[src/sv/sorm_pkg.sv]
package sorm_pkg;

   // field widths of the transaction payload
   localparam int VALUE_W = 14;
   localparam int INDEX_W = 31;

   // default configuration of the core
   localparam int MODULUS_DEF    = 10000;
   localparam int INDEX_BITS_DEF = 31;

   // multiply-add operations of the shared modular unit, named by destination
   typedef enum logic [3:0] {
      OP_RED_A0,
      OP_RED_A1,
      OP_RED_P,
      OP_RED_Q,
      OP_ACC0,
      OP_ACC1,
      OP_SQ00,
      OP_SQ01,
      OP_SQ10,
      OP_SQ11,
      OP_FINAL
   } op_type;

   // controller to datapath
   typedef struct packed {
      logic   load;
      logic   k_zero;
      logic   issue;
      op_type op;
   } cmd_type;

   // datapath to controller
   typedef struct packed {
      logic pipe_busy;
      logic rsp_busy;
   } status_type;

endpackage

[src/sv/second_order_recurrence_mod_power_core.sv]
// sequence: a request is accepted, the seeds and coefficients are reduced, then one
//   square-and-multiply step runs per bit of k-1 (none for k below two), then the final step
// concurrency: one transaction at a time; each exponent bit is up to six issues (four when
//   the bit is clear) and a drain of the shared five-stage modular multiply-add unit, and a
//   result still stalled in the output register holds off the next final step
// reset: synchronous, clears the sequencer, the pipeline valids and the output valid
module second_order_recurrence_mod_power_core
   import sorm_pkg::*;
#(
   parameter int MODULUS    = MODULUS_DEF,
   parameter int INDEX_BITS = INDEX_BITS_DEF
) (
   input  logic               clock,
   input  logic               reset,
   input  logic               req_valid,
   output logic               req_stall,
   input  logic [VALUE_W-1:0] req_seed_first,
   input  logic [VALUE_W-1:0] req_seed_second,
   input  logic [VALUE_W-1:0] req_coef_p,
   input  logic [VALUE_W-1:0] req_coef_q,
   input  logic [INDEX_W-1:0] req_term_index,
   output logic               rsp_valid,
   input  logic               rsp_stall,
   output logic [VALUE_W-1:0] rsp_term_value
);

   cmd_type    cmd;
   status_type status;

   sorm_ctrl #(
      .INDEX_BITS (INDEX_BITS)
   ) u_ctrl (
      .clock          (clock),
      .reset          (reset),
      .req_valid      (req_valid),
      .req_term_index (req_term_index),
      .req_stall      (req_stall),
      .status         (status),
      .cmd            (cmd)
   );

   sorm_dpath #(
      .MODULUS (MODULUS)
   ) u_dpath (
      .clock          (clock),
      .reset          (reset),
      .cmd            (cmd),
      .status         (status),
      .seed_first     (req_seed_first),
      .seed_second    (req_seed_second),
      .coef_p         (req_coef_p),
      .coef_q         (req_coef_q),
      .rsp_stall      (rsp_stall),
      .rsp_valid      (rsp_valid),
      .rsp_term_value (rsp_term_value)
   );

   // the final multiply-add only starts with the output register free
   assert property (@(posedge clock) disable iff (reset)
      (cmd.issue && cmd.op == OP_FINAL) |-> !rsp_valid)
      else $error("final term issued while output register is occupied");

   // a new transaction never loads over work still in the pipeline
   assert property (@(posedge clock) disable iff (reset)
      cmd.load |-> !status.pipe_busy)
      else $error("operands loaded while multiply-add pipeline is busy");

   // every delivered term is a residue
   assert property (@(posedge clock) disable iff (reset)
      rsp_valid |-> (32'(rsp_term_value) < 32'(MODULUS)))
      else $error("result term is not reduced below the modulus");

endmodule

[src/sv/sorm_dot.sv]
module sorm_dot
   import sorm_pkg::*;
#(
   parameter int MODULUS = MODULUS_DEF,
   localparam int RES_W = $clog2(MODULUS),
   localparam int OPW = (RES_W > VALUE_W) ? RES_W : VALUE_W
) (
   input  logic             clock,
   input  logic             reset,
   input  logic             in_valid,
   input  op_type           in_tag,
   input  logic [OPW-1:0]   in_a,
   input  logic [OPW-1:0]   in_b,
   input  logic [OPW-1:0]   in_c,
   input  logic [OPW-1:0]   in_d,
   output logic             out_valid,
   output op_type           out_tag,
   output logic [RES_W-1:0] out_value,
   output logic             busy
);

   // widths of the five stages
   localparam int PW   = 2 * OPW;
   localparam int X_W  = PW + 1;
   localparam int RW   = X_W - RES_W + 1;
   localparam int RS_W = RES_W + 1;
   localparam int PRW  = X_W + RW;
   localparam int QMW  = RW + RS_W;
   localparam int NSTG = 5;

   // reciprocal for the quotient estimate, which is low by at most one
   localparam logic [RW-1:0]   BAR_R = RW'((64'd1 << X_W) / 64'(MODULUS));
   localparam logic [RS_W-1:0] MOD_C = RS_W'(MODULUS);

   logic [NSTG-1:0]  vld_ff, vld_in;
   op_type           tag_ff [NSTG];
   op_type           tag_in [NSTG];

   logic [PW-1:0]    p0_ff, p0_in, p1_ff, p1_in;
   logic [X_W-1:0]   x_ff, x_in;
   logic [PRW-1:0]   est_full;
   logic [RW-1:0]    qe_ff, qe_in;
   logic [RS_W-1:0]  x3_ff, x3_in;
   logic [QMW-1:0]   qm_full;
   logic [RS_W-1:0]  qm_ff, qm_in;
   logic [RS_W-1:0]  x4_ff, x4_in;
   logic [RS_W-1:0]  rem, rem_sub;
   logic [RES_W-1:0] res_ff, res_in;

   // valid and tag travel alongside the data
   always_comb begin
      vld_in    = {vld_ff[NSTG-2:0], in_valid};
      tag_in[0] = in_tag;
      for (int i = 1; i < NSTG; i++) begin
         tag_in[i] = tag_ff[i-1];
      end
   end

   // stage 1: two products
   assign p0_in = PW'(in_a) * PW'(in_b);
   assign p1_in = PW'(in_c) * PW'(in_d);

   // stage 2: sum of products
   assign x_in = X_W'(p0_ff) + X_W'(p1_ff);

   // stage 3: quotient estimate
   assign est_full = PRW'(x_ff) * PRW'(BAR_R);
   assign qe_in    = est_full[X_W +: RW];
   assign x3_in    = x_ff[RS_W-1:0];

   // stage 4: estimate times modulus, low bits only
   assign qm_full = QMW'(qe_ff) * QMW'(MOD_C);
   assign qm_in   = qm_full[RS_W-1:0];
   assign x4_in   = x3_ff;

   // stage 5: remainder below twice the modulus, one correction
   assign rem     = x4_ff - qm_ff;
   assign rem_sub = rem - MOD_C;
   assign res_in  = (rem >= MOD_C) ? rem_sub[RES_W-1:0] : rem[RES_W-1:0];

   always_ff @(posedge clock) begin
      if (reset) begin
         vld_ff <= '0;
      end else begin
         vld_ff <= vld_in;
      end
   end

   always_ff @(posedge clock) begin
      tag_ff <= tag_in;
      p0_ff  <= p0_in;
      p1_ff  <= p1_in;
      x_ff   <= x_in;
      qe_ff  <= qe_in;
      x3_ff  <= x3_in;
      qm_ff  <= qm_in;
      x4_ff  <= x4_in;
      res_ff <= res_in;
   end

   assign out_valid = vld_ff[NSTG-1];
   assign out_tag   = tag_ff[NSTG-1];
   assign out_value = res_ff;
   assign busy      = |vld_ff;

endmodule

[src/sv/sorm_dpath.sv]
module sorm_dpath
   import sorm_pkg::*;
#(
   parameter int MODULUS = MODULUS_DEF,
   localparam int RES_W = $clog2(MODULUS),
   localparam int OPW = (RES_W > VALUE_W) ? RES_W : VALUE_W
) (
   input  logic               clock,
   input  logic               reset,
   input  cmd_type            cmd,
   output status_type         status,
   input  logic [VALUE_W-1:0] seed_first,
   input  logic [VALUE_W-1:0] seed_second,
   input  logic [VALUE_W-1:0] coef_p,
   input  logic [VALUE_W-1:0] coef_q,
   input  logic               rsp_stall,
   output logic               rsp_valid,
   output logic [VALUE_W-1:0] rsp_term_value
);

   localparam logic [RES_W-1:0] ONE_R  = RES_W'(1);
   localparam logic [OPW-1:0]   ONE_OP = OPW'(1);

   // raw operands of the transaction
   logic [VALUE_W-1:0] raw_a0_ff, raw_a0_in, raw_a1_ff, raw_a1_in;
   logic [VALUE_W-1:0] raw_p_ff, raw_p_in, raw_q_ff, raw_q_in;

   // reduced seeds, base matrix and top row of the power
   logic [RES_W-1:0] a0_ff, a0_in, a1_ff, a1_in;
   logic [RES_W-1:0] b00_ff, b00_in, b01_ff, b01_in;
   logic [RES_W-1:0] b10_ff, b10_in, b11_ff, b11_in;
   logic [RES_W-1:0] m00_ff, m00_in, m01_ff, m01_in;

   logic               rsp_valid_ff, rsp_valid_in;
   logic [VALUE_W-1:0] rsp_value_ff, rsp_value_in;

   logic [OPW-1:0]   op_a, op_b, op_c, op_d;
   logic             dot_valid;
   op_type           dot_tag;
   logic [RES_W-1:0] dot_value;
   logic             dot_busy;
   logic [OPW-1:0]   dot_wide;

   // operand selection for the multiply-add unit
   always_comb begin
      op_a = '0;
      op_b = '0;
      op_c = '0;
      op_d = '0;
      unique case (cmd.op)
         OP_RED_A0: begin
            op_a = OPW'(raw_a0_ff);
            op_b = ONE_OP;
         end
         OP_RED_A1: begin
            op_a = OPW'(raw_a1_ff);
            op_b = ONE_OP;
         end
         OP_RED_P: begin
            op_a = OPW'(raw_p_ff);
            op_b = ONE_OP;
         end
         OP_RED_Q: begin
            op_a = OPW'(raw_q_ff);
            op_b = ONE_OP;
         end
         OP_ACC0: begin
            op_a = OPW'(m00_ff);
            op_b = OPW'(b00_ff);
            op_c = OPW'(m01_ff);
            op_d = OPW'(b10_ff);
         end
         OP_ACC1: begin
            op_a = OPW'(m00_ff);
            op_b = OPW'(b01_ff);
            op_c = OPW'(m01_ff);
            op_d = OPW'(b11_ff);
         end
         OP_SQ00: begin
            op_a = OPW'(b00_ff);
            op_b = OPW'(b00_ff);
            op_c = OPW'(b01_ff);
            op_d = OPW'(b10_ff);
         end
         OP_SQ01: begin
            op_a = OPW'(b00_ff);
            op_b = OPW'(b01_ff);
            op_c = OPW'(b01_ff);
            op_d = OPW'(b11_ff);
         end
         OP_SQ10: begin
            op_a = OPW'(b10_ff);
            op_b = OPW'(b00_ff);
            op_c = OPW'(b11_ff);
            op_d = OPW'(b10_ff);
         end
         OP_SQ11: begin
            op_a = OPW'(b10_ff);
            op_b = OPW'(b01_ff);
            op_c = OPW'(b11_ff);
            op_d = OPW'(b11_ff);
         end
         OP_FINAL: begin
            op_a = OPW'(m00_ff);
            op_b = OPW'(a1_ff);
            op_c = OPW'(m01_ff);
            op_d = OPW'(a0_ff);
         end
         default: begin
         end
      endcase
   end

   sorm_dot #(
      .MODULUS (MODULUS)
   ) u_dot (
      .clock     (clock),
      .reset     (reset),
      .in_valid  (cmd.issue),
      .in_tag    (cmd.op),
      .in_a      (op_a),
      .in_b      (op_b),
      .in_c      (op_c),
      .in_d      (op_d),
      .out_valid (dot_valid),
      .out_tag   (dot_tag),
      .out_value (dot_value),
      .busy      (dot_busy)
   );

   assign dot_wide = OPW'(dot_value);

   // operand load on a new transaction, write-back from the unit otherwise
   always_comb begin
      raw_a0_in = raw_a0_ff;
      raw_a1_in = raw_a1_ff;
      raw_p_in  = raw_p_ff;
      raw_q_in  = raw_q_ff;
      a0_in     = a0_ff;
      a1_in     = a1_ff;
      b00_in    = b00_ff;
      b01_in    = b01_ff;
      b10_in    = b10_ff;
      b11_in    = b11_ff;
      m00_in    = m00_ff;
      m01_in    = m01_ff;
      if (cmd.load) begin
         raw_a0_in = seed_first;
         raw_a1_in = seed_second;
         raw_p_in  = coef_p;
         raw_q_in  = coef_q;
         b10_in    = ONE_R;
         b11_in    = '0;
         // index zero selects the first seed through a swapped top row
         m00_in    = cmd.k_zero ? '0 : ONE_R;
         m01_in    = cmd.k_zero ? ONE_R : '0;
      end else if (dot_valid) begin
         unique case (dot_tag)
            OP_RED_A0: a0_in  = dot_value;
            OP_RED_A1: a1_in  = dot_value;
            OP_RED_P:  b00_in = dot_value;
            OP_RED_Q:  b01_in = dot_value;
            OP_ACC0:   m00_in = dot_value;
            OP_ACC1:   m01_in = dot_value;
            OP_SQ00:   b00_in = dot_value;
            OP_SQ01:   b01_in = dot_value;
            OP_SQ10:   b10_in = dot_value;
            OP_SQ11:   b11_in = dot_value;
            OP_FINAL: begin
            end
            default: begin
            end
         endcase
      end
   end

   // output register
   always_comb begin
      rsp_value_in = rsp_value_ff;
      rsp_valid_in = rsp_valid_ff && rsp_stall;
      if (dot_valid && dot_tag == OP_FINAL) begin
         rsp_valid_in = 1'b1;
         rsp_value_in = dot_wide[VALUE_W-1:0];
      end
   end

   always_ff @(posedge clock) begin
      if (reset) begin
         rsp_valid_ff <= 1'b0;
      end else begin
         rsp_valid_ff <= rsp_valid_in;
      end
   end

   always_ff @(posedge clock) begin
      raw_a0_ff    <= raw_a0_in;
      raw_a1_ff    <= raw_a1_in;
      raw_p_ff     <= raw_p_in;
      raw_q_ff     <= raw_q_in;
      a0_ff        <= a0_in;
      a1_ff        <= a1_in;
      b00_ff       <= b00_in;
      b01_ff       <= b01_in;
      b10_ff       <= b10_in;
      b11_ff       <= b11_in;
      m00_ff       <= m00_in;
      m01_ff       <= m01_in;
      rsp_value_ff <= rsp_value_in;
   end

   assign status.pipe_busy = dot_busy;
   assign status.rsp_busy  = rsp_valid_ff;
   assign rsp_valid        = rsp_valid_ff;
   assign rsp_term_value   = rsp_value_ff;

endmodule

[src/sv/sorm_ctrl.sv]
module sorm_ctrl
   import sorm_pkg::*;
#(
   parameter int INDEX_BITS = INDEX_BITS_DEF
) (
   input  logic               clock,
   input  logic               reset,
   input  logic               req_valid,
   input  logic [INDEX_W-1:0] req_term_index,
   output logic               req_stall,
   input  status_type         status,
   output cmd_type            cmd
);

   typedef enum logic [6:0] {
      ST_IDLE      = 7'b0000001,
      ST_SEED      = 7'b0000010,
      ST_SEED_WAIT = 7'b0000100,
      ST_BIT       = 7'b0001000,
      ST_BIT_WAIT  = 7'b0010000,
      ST_FIN       = 7'b0100000,
      ST_FIN_WAIT  = 7'b1000000
   } state_type;

   localparam logic [2:0] STEP_SEED_LAST = 3'd3;
   localparam logic [2:0] STEP_BIT_LAST  = 3'd5;
   localparam logic [2:0] STEP_ACC0      = 3'd0;
   localparam logic [2:0] STEP_ACC1      = 3'd1;
   localparam logic [2:0] STEP_SQ00      = 3'd2;
   localparam logic [2:0] STEP_SQ01      = 3'd3;
   localparam logic [2:0] STEP_SQ10      = 3'd4;
   localparam logic [2:0] STEP_SQ11      = 3'd5;

   state_type             state_ff, state_in;
   logic [2:0]            step_ff, step_in;
   logic [INDEX_BITS-1:0] exp_ff, exp_in;

   logic [31:0]           idx_wide;
   logic [INDEX_BITS-1:0] idx_k;
   logic                  k_zero;
   logic [INDEX_BITS-1:0] exp_shift;
   op_type                seed_op, bit_op;

   // exponent of the companion matrix is k-1, none for k below two
   assign idx_wide  = 32'(req_term_index);
   assign idx_k     = idx_wide[INDEX_BITS-1:0];
   assign k_zero    = (idx_k == '0);
   assign exp_shift = exp_ff >> 1;

   always_comb begin
      unique case (step_ff)
         3'd0:    seed_op = OP_RED_A0;
         3'd1:    seed_op = OP_RED_A1;
         3'd2:    seed_op = OP_RED_P;
         3'd3:    seed_op = OP_RED_Q;
         default: seed_op = OP_RED_A0;
      endcase
   end

   // accumulate first so the products read the old base
   always_comb begin
      unique case (step_ff)
         STEP_ACC0: bit_op = OP_ACC0;
         STEP_ACC1: bit_op = OP_ACC1;
         STEP_SQ00: bit_op = OP_SQ00;
         STEP_SQ01: bit_op = OP_SQ01;
         STEP_SQ10: bit_op = OP_SQ10;
         STEP_SQ11: bit_op = OP_SQ11;
         default:   bit_op = OP_SQ11;
      endcase
   end

   // sequencer
   always_comb begin
      state_in   = state_ff;
      step_in    = step_ff;
      exp_in     = exp_ff;
      cmd.load   = 1'b0;
      cmd.k_zero = k_zero;
      cmd.issue  = 1'b0;
      cmd.op     = seed_op;
      unique case (state_ff)
         ST_IDLE: begin
            if (req_valid) begin
               cmd.load = 1'b1;
               exp_in   = k_zero ? '0 : idx_k - INDEX_BITS'(1);
               step_in  = '0;
               state_in = ST_SEED;
            end
         end
         ST_SEED: begin
            cmd.issue = 1'b1;
            if (step_ff == STEP_SEED_LAST) begin
               step_in  = '0;
               state_in = ST_SEED_WAIT;
            end else begin
               step_in = step_ff + 3'd1;
            end
         end
         ST_SEED_WAIT: begin
            if (!status.pipe_busy) begin
               state_in = (exp_ff == '0) ? ST_FIN : ST_BIT;
            end
         end
         ST_BIT: begin
            cmd.op = bit_op;
            if (step_ff == STEP_ACC0 || step_ff == STEP_ACC1) begin
               cmd.issue = exp_ff[0];
            end else begin
               cmd.issue = 1'b1;
            end
            if (step_ff == STEP_BIT_LAST) begin
               step_in  = '0;
               state_in = ST_BIT_WAIT;
            end else begin
               step_in = step_ff + 3'd1;
            end
         end
         ST_BIT_WAIT: begin
            if (!status.pipe_busy) begin
               exp_in   = exp_shift;
               state_in = (exp_shift == '0) ? ST_FIN : ST_BIT;
            end
         end
         ST_FIN: begin
            cmd.op = OP_FINAL;
            if (!status.rsp_busy) begin
               cmd.issue = 1'b1;
               state_in  = ST_FIN_WAIT;
            end
         end
         ST_FIN_WAIT: begin
            cmd.op = OP_FINAL;
            if (!status.pipe_busy) begin
               state_in = ST_IDLE;
            end
         end
         default: begin
            state_in = ST_IDLE;
         end
      endcase
   end

   always_ff @(posedge clock) begin
      if (reset) begin
         state_ff <= ST_IDLE;
         step_ff  <= '0;
         exp_ff   <= '0;
      end else begin
         state_ff <= state_in;
         step_ff  <= step_in;
         exp_ff   <= exp_in;
      end
   end

   // no request is taken while in reset
   assign req_stall = reset || (state_ff != ST_IDLE);

endmodule

[config.mk]
export PLATFORM = sky130hd
export DESIGN_NAME = second_order_recurrence_mod_power_core
export DESIGN_NICKNAME = d
export VERILOG_FILES = /design/src/sv/sorm_pkg.sv /design/src/sv/second_order_recurrence_mod_power_core.sv /design/src/sv/sorm_dot.sv /design/src/sv/sorm_dpath.sv /design/src/sv/sorm_ctrl.sv
export SDC_FILE = /design/constraint.sdc
export NUM_CORES = 2
export LEC_CHECK = 0
export ABC_AREA = 1
export BUFFER_PORTS_ARGS = -buffer_cell sky130_fd_sc_hd__buf_2
export CAP_MARGIN = 40
export CORE_UTILIZATION = 50
export CTS_CLUSTER_DIAMETER = 40
export DETAILED_ROUTE_END_ITERATION = 10
export PLACE_DENSITY = 0.66
export REMOVE_ABC_BUFFERS = 1
export SLEW_MARGIN = 20
export SYNTH_ARGS = -nofsm -noshare
export SYNTH_HDL_FRONTEND = slang
export SYNTH_SLANG_ARGS = --single-unit
[constraint.sdc]
create_clock -name clock -period 14.9 [get_ports clock]
set_input_delay 1.49 -clock clock [delete_from_list [all_inputs] [get_ports clock]]
set_output_delay 1.49 -clock clock [all_outputs]
set_load 0.005 [all_outputs]
==> impl_summary.txt <==
----------------------------------------------------
[Status]
  Outcome ... finished, final reports clean

[STA]
  Peak clock frequency supported by timing ... 0.1247 GHz
  Post-route minimum period ... 8.018 ns
  Final count of hold timing violations ... 0
  Fin Hold WS ... 0.3208 ns
  Setup Viol. Count Final ... 0
  Worst-case headroom to the max-slew limit ... 0.4384
  RSZ-0062 raised after global routing ... no
  Worst Skew ... 0.07716 ns
  Period utilization ... 0.5381
  Fin Setup TNS ... 0 ns
  Worst Max-Slew Pin Slew ... 0.8400 ns
  Final-report max-slew violation count ... 0

[Route]
  Detailed-router iteration count before antenna repair ... 7
  Via/cell ratio ... between 5 and 6
  Via count ... 30114
  Total length of routed wires ... 104000 um
  Number of design rule violations left after detail routing ... 0
  Initial detailed-routing violation count ... 2320
  Final routed wire length divided by cell count ... 17.90 um
  Residual antenna-violating net count after detailed routing ... 0

[GRT]
  Pin count of the biggest net entering global routing ... 60
  Number of global-route vias before repair ... 30532
  Total routing resource utilization after global routing ... 0.2695
  Antenna violations before repair ... 1
  Wire length of the first global-routing pass ... 165700 um
  Grt total ovfl ... 0

[Synthesis]
  Seq/Total Area, Yosys ... 0.2427
  Cell taking the most area after synthesis ... fa_1
  Area share of the largest cell type after synthesis ... 0.2488
  Number of distinct library cell variants in the gate-level netlist after synthesis ... 47
  Mapped Cells ... 4621
  Post-synthesis sequential element count ... 400
  Area of the mapped netlist ... between 30000 and 40000 um2
  Synthesized area divided by synthesized cell count ... 8.515 um2
  Top post-synthesis cells by area ... fa_1 (25%), dfxtp_1 (13%), ha_1 (12%)
  Number of warnings reported in the yosys synthesis log ... 0

[Critical path]
  CP Class ... reg -> reg
  Worst path depth ... 29
  Kind of end point of the critical path ... flop
  FF-to-FF Start ... u_ctrl.state_ff[4]
  Required arrival time at the worst endpoint ... 15.47 ns
  Cell seen most often among critical-path stages ... fa_1
  Highest-delay cell along the critical path ... fa_1
  Arr. time, crit path ... approximately 8.6 ns
  Critical path capture point ... u_dpath.u_dot.p1_ff[24]
  Reg-to-reg slack, setup ... 6.88 ns
  Endpoint of the worst register-to-register path ... u_dpath.u_dot.p1_ff[24]
  Kind of start point of the critical path ... flop
  Kind of cell adding the most delay to the critical path ... adder cells
  Top fanout value on the critical path ... 35
  Cells on worst reg2reg path ... 29
  Start point of the critical path ... u_ctrl.state_ff[4]
  Delay of the slowest cell on the worst path ... about 0.55 ns
  CP Buf/Inv Count ... 6

[Finish]
  Area added between synthesis and finish ... 9.342%
  Final layout net count ... between 5000 and 6000
  Share of cells above drive strength 1 ... 0.07404
  Final design area excluding fillers ... ~43000 um2
  Multi-input logic area ... 25470 um2
  Antenna cells ... 0
  Post-layout util ... 0.5536
  Sequential standard cell area ... 9549 um2
  Fill cell count ... 7121

[Placement]
  Detailed placer's ending HPWL ... 84560 um
  Port Buf Inserts ... approximately 110
  Placed Area ... 40840 um2
  Routability cong. ... 0.9621

[Hold path]
  Classification of the worst-slack hold path ... reg -> reg

[Floorplan]
  Placement row count ... 102
  Number of top-level pins ... about 110
  Die boundary height ... around 280 um
  Placeable Area ... between 70000 and 80000 um2
  Die area ... 79820 um2
  Chip width ... 282.5 um
  Effective utilization at floorplan ... 0.5063

[Clock network]
  Cts hold-fix bufs ... 0
  CTS sink cnt ... 400
  Cells resized by post-CTS repair ... 0
  Clock insertion delay at the later pin of the skew report ... a little under 0.7 ns
  CTS tree ... done
  Clk buf depth ... 3
  Clock root cell ... clkbuf_16
  Post-CTS setup buffer count ... 0
  H-tree level count ... 2
  Clock buffers created by TritonCTS ... 61
  Clock-pin transition on the worst setup and hold timing paths ... approximately 0.060 ns

[Flow run]
  Number of maximum-capacitance violations ... 0

----------------------------------------------------
## placed cells by master (no fill, tap or decap), types with 24 or more instances in the layout
master,instances
nor2_1,357
fa_1,489
o21ai_0,107
nand3_2,32
nand2_1,909
inv_1,1008
nand4_1,69
edfxtp_1,154
ha_1,384
o211ai_1,32
nand3_1,231
xor2_1,81
clkbuf_16,62
xnor2_1,53
dfxtp_1,246
buf_2,106
a21oi_1,173
nor3_1,24
## layout make-up
type | instances | share of cell area
sequential | 400 | 0.2220
multi-input combinational | 3103 | 0.5919
tap | 1040 | 0.03024
clock inverter | 48 | 0.01387
inverter | 1032 | 0.09004
clock buffer | 66 | 0.03664
timing repair buffer | 119 | 0.01533
## kinds of logic after synthesis
kind of cell,after synthesis,synth area share
adders and majority gates,873,0.3709
and+or+nand+nor,1707,0.1894
DFF,400,0.2427
buffers and inverters,1118,0.1109
xor gates and xnor gates,134,0.02983
AOI/OAI and AO/OA,389,0.05632
## cell usage after synthesis (all sizes together)
library cell,instances
inv,1031
nand2,929
fa,489
nor2,395
ha,384
nand3,263
dfxtp,246
a21oi,174
edfxtp,154
o21ai,113
xor2,81
nand4,69
buf,62
xnor2,53
o211ai,32
nor3,25
clkbuf,24
a21o,21
a31oi,14
nor4,14
o21bai,13
o21a,8
nand3b,6
a211oi,4
a21boi,3
a221oi,3
or2,3
and3,2
o31ai,2
clkinv,1
nand2b,1
o2111ai,1
o221a,1
## flip-flops by register name, summed over array words and instances (netlist names), 15 cells and up
signal                cells
u_ctrl.exp_ff            31
u_dpath.u_dot.x_ff       29
u_dpath.u_dot.p0_ff      28
u_dpath.u_dot.p1_ff      28
u_dpath.u_dot.tag_ff     16
u_dpath.u_dot.x3_ff      15
u_dpath.u_dot.x4_ff      15
## per-layer routing
| layer | global-route usage | part of all wire |
|---|---|---|
| met5 | 0 | 0 |
| met3 | 0.03403 | 0.064 |
| met4 | 0.07748 | 0.028 |
| met2 | 0.4521 | 0.47 |
| met1 | 0.3646 | 0.44 |
## through the flow
stage                     worst slack (ns)  instances
final                                6.882       5808
after global routing                 6.282       5808
after CTS                            6.958       5807
after detailed placement             7.030       5693
after global placement               6.973       5689
after floorplan                      7.839       4535
## worst min-delay path by stage
stage / from / endpoint / slack (ns) / depth (start not counted)
2_1_floorplan: u_dpath.u_dot.tag_ff[4] / u_dpath.u_dot.out_tag[0] / 0.31 / 0
3_3_place_gp: u_dpath.u_dot.tag_ff[19] / u_dpath.u_dot.tag_ff[15] / 0.31 / 0
3_5_place_dp: u_dpath.u_dot.tag_ff[10] / u_dpath.u_dot.tag_ff[6] / 0.31 / 0
4_1_cts: u_dpath.u_dot.x3_ff[0] / u_dpath.u_dot.x4_ff[0] / 0.32 / 0
5_1_grt: u_dpath.u_dot.tag_ff[16] / u_dpath.u_dot.tag_ff[12] / 0.33 / 0
6_report: u_dpath.u_dot.x3_ff[0] / u_dpath.u_dot.x4_ff[0] / 0.32 / 0
Power is left out: the tool's default activity adds up to more than one toggle a clock period on the data nets, which glitch-free logic cannot reach.
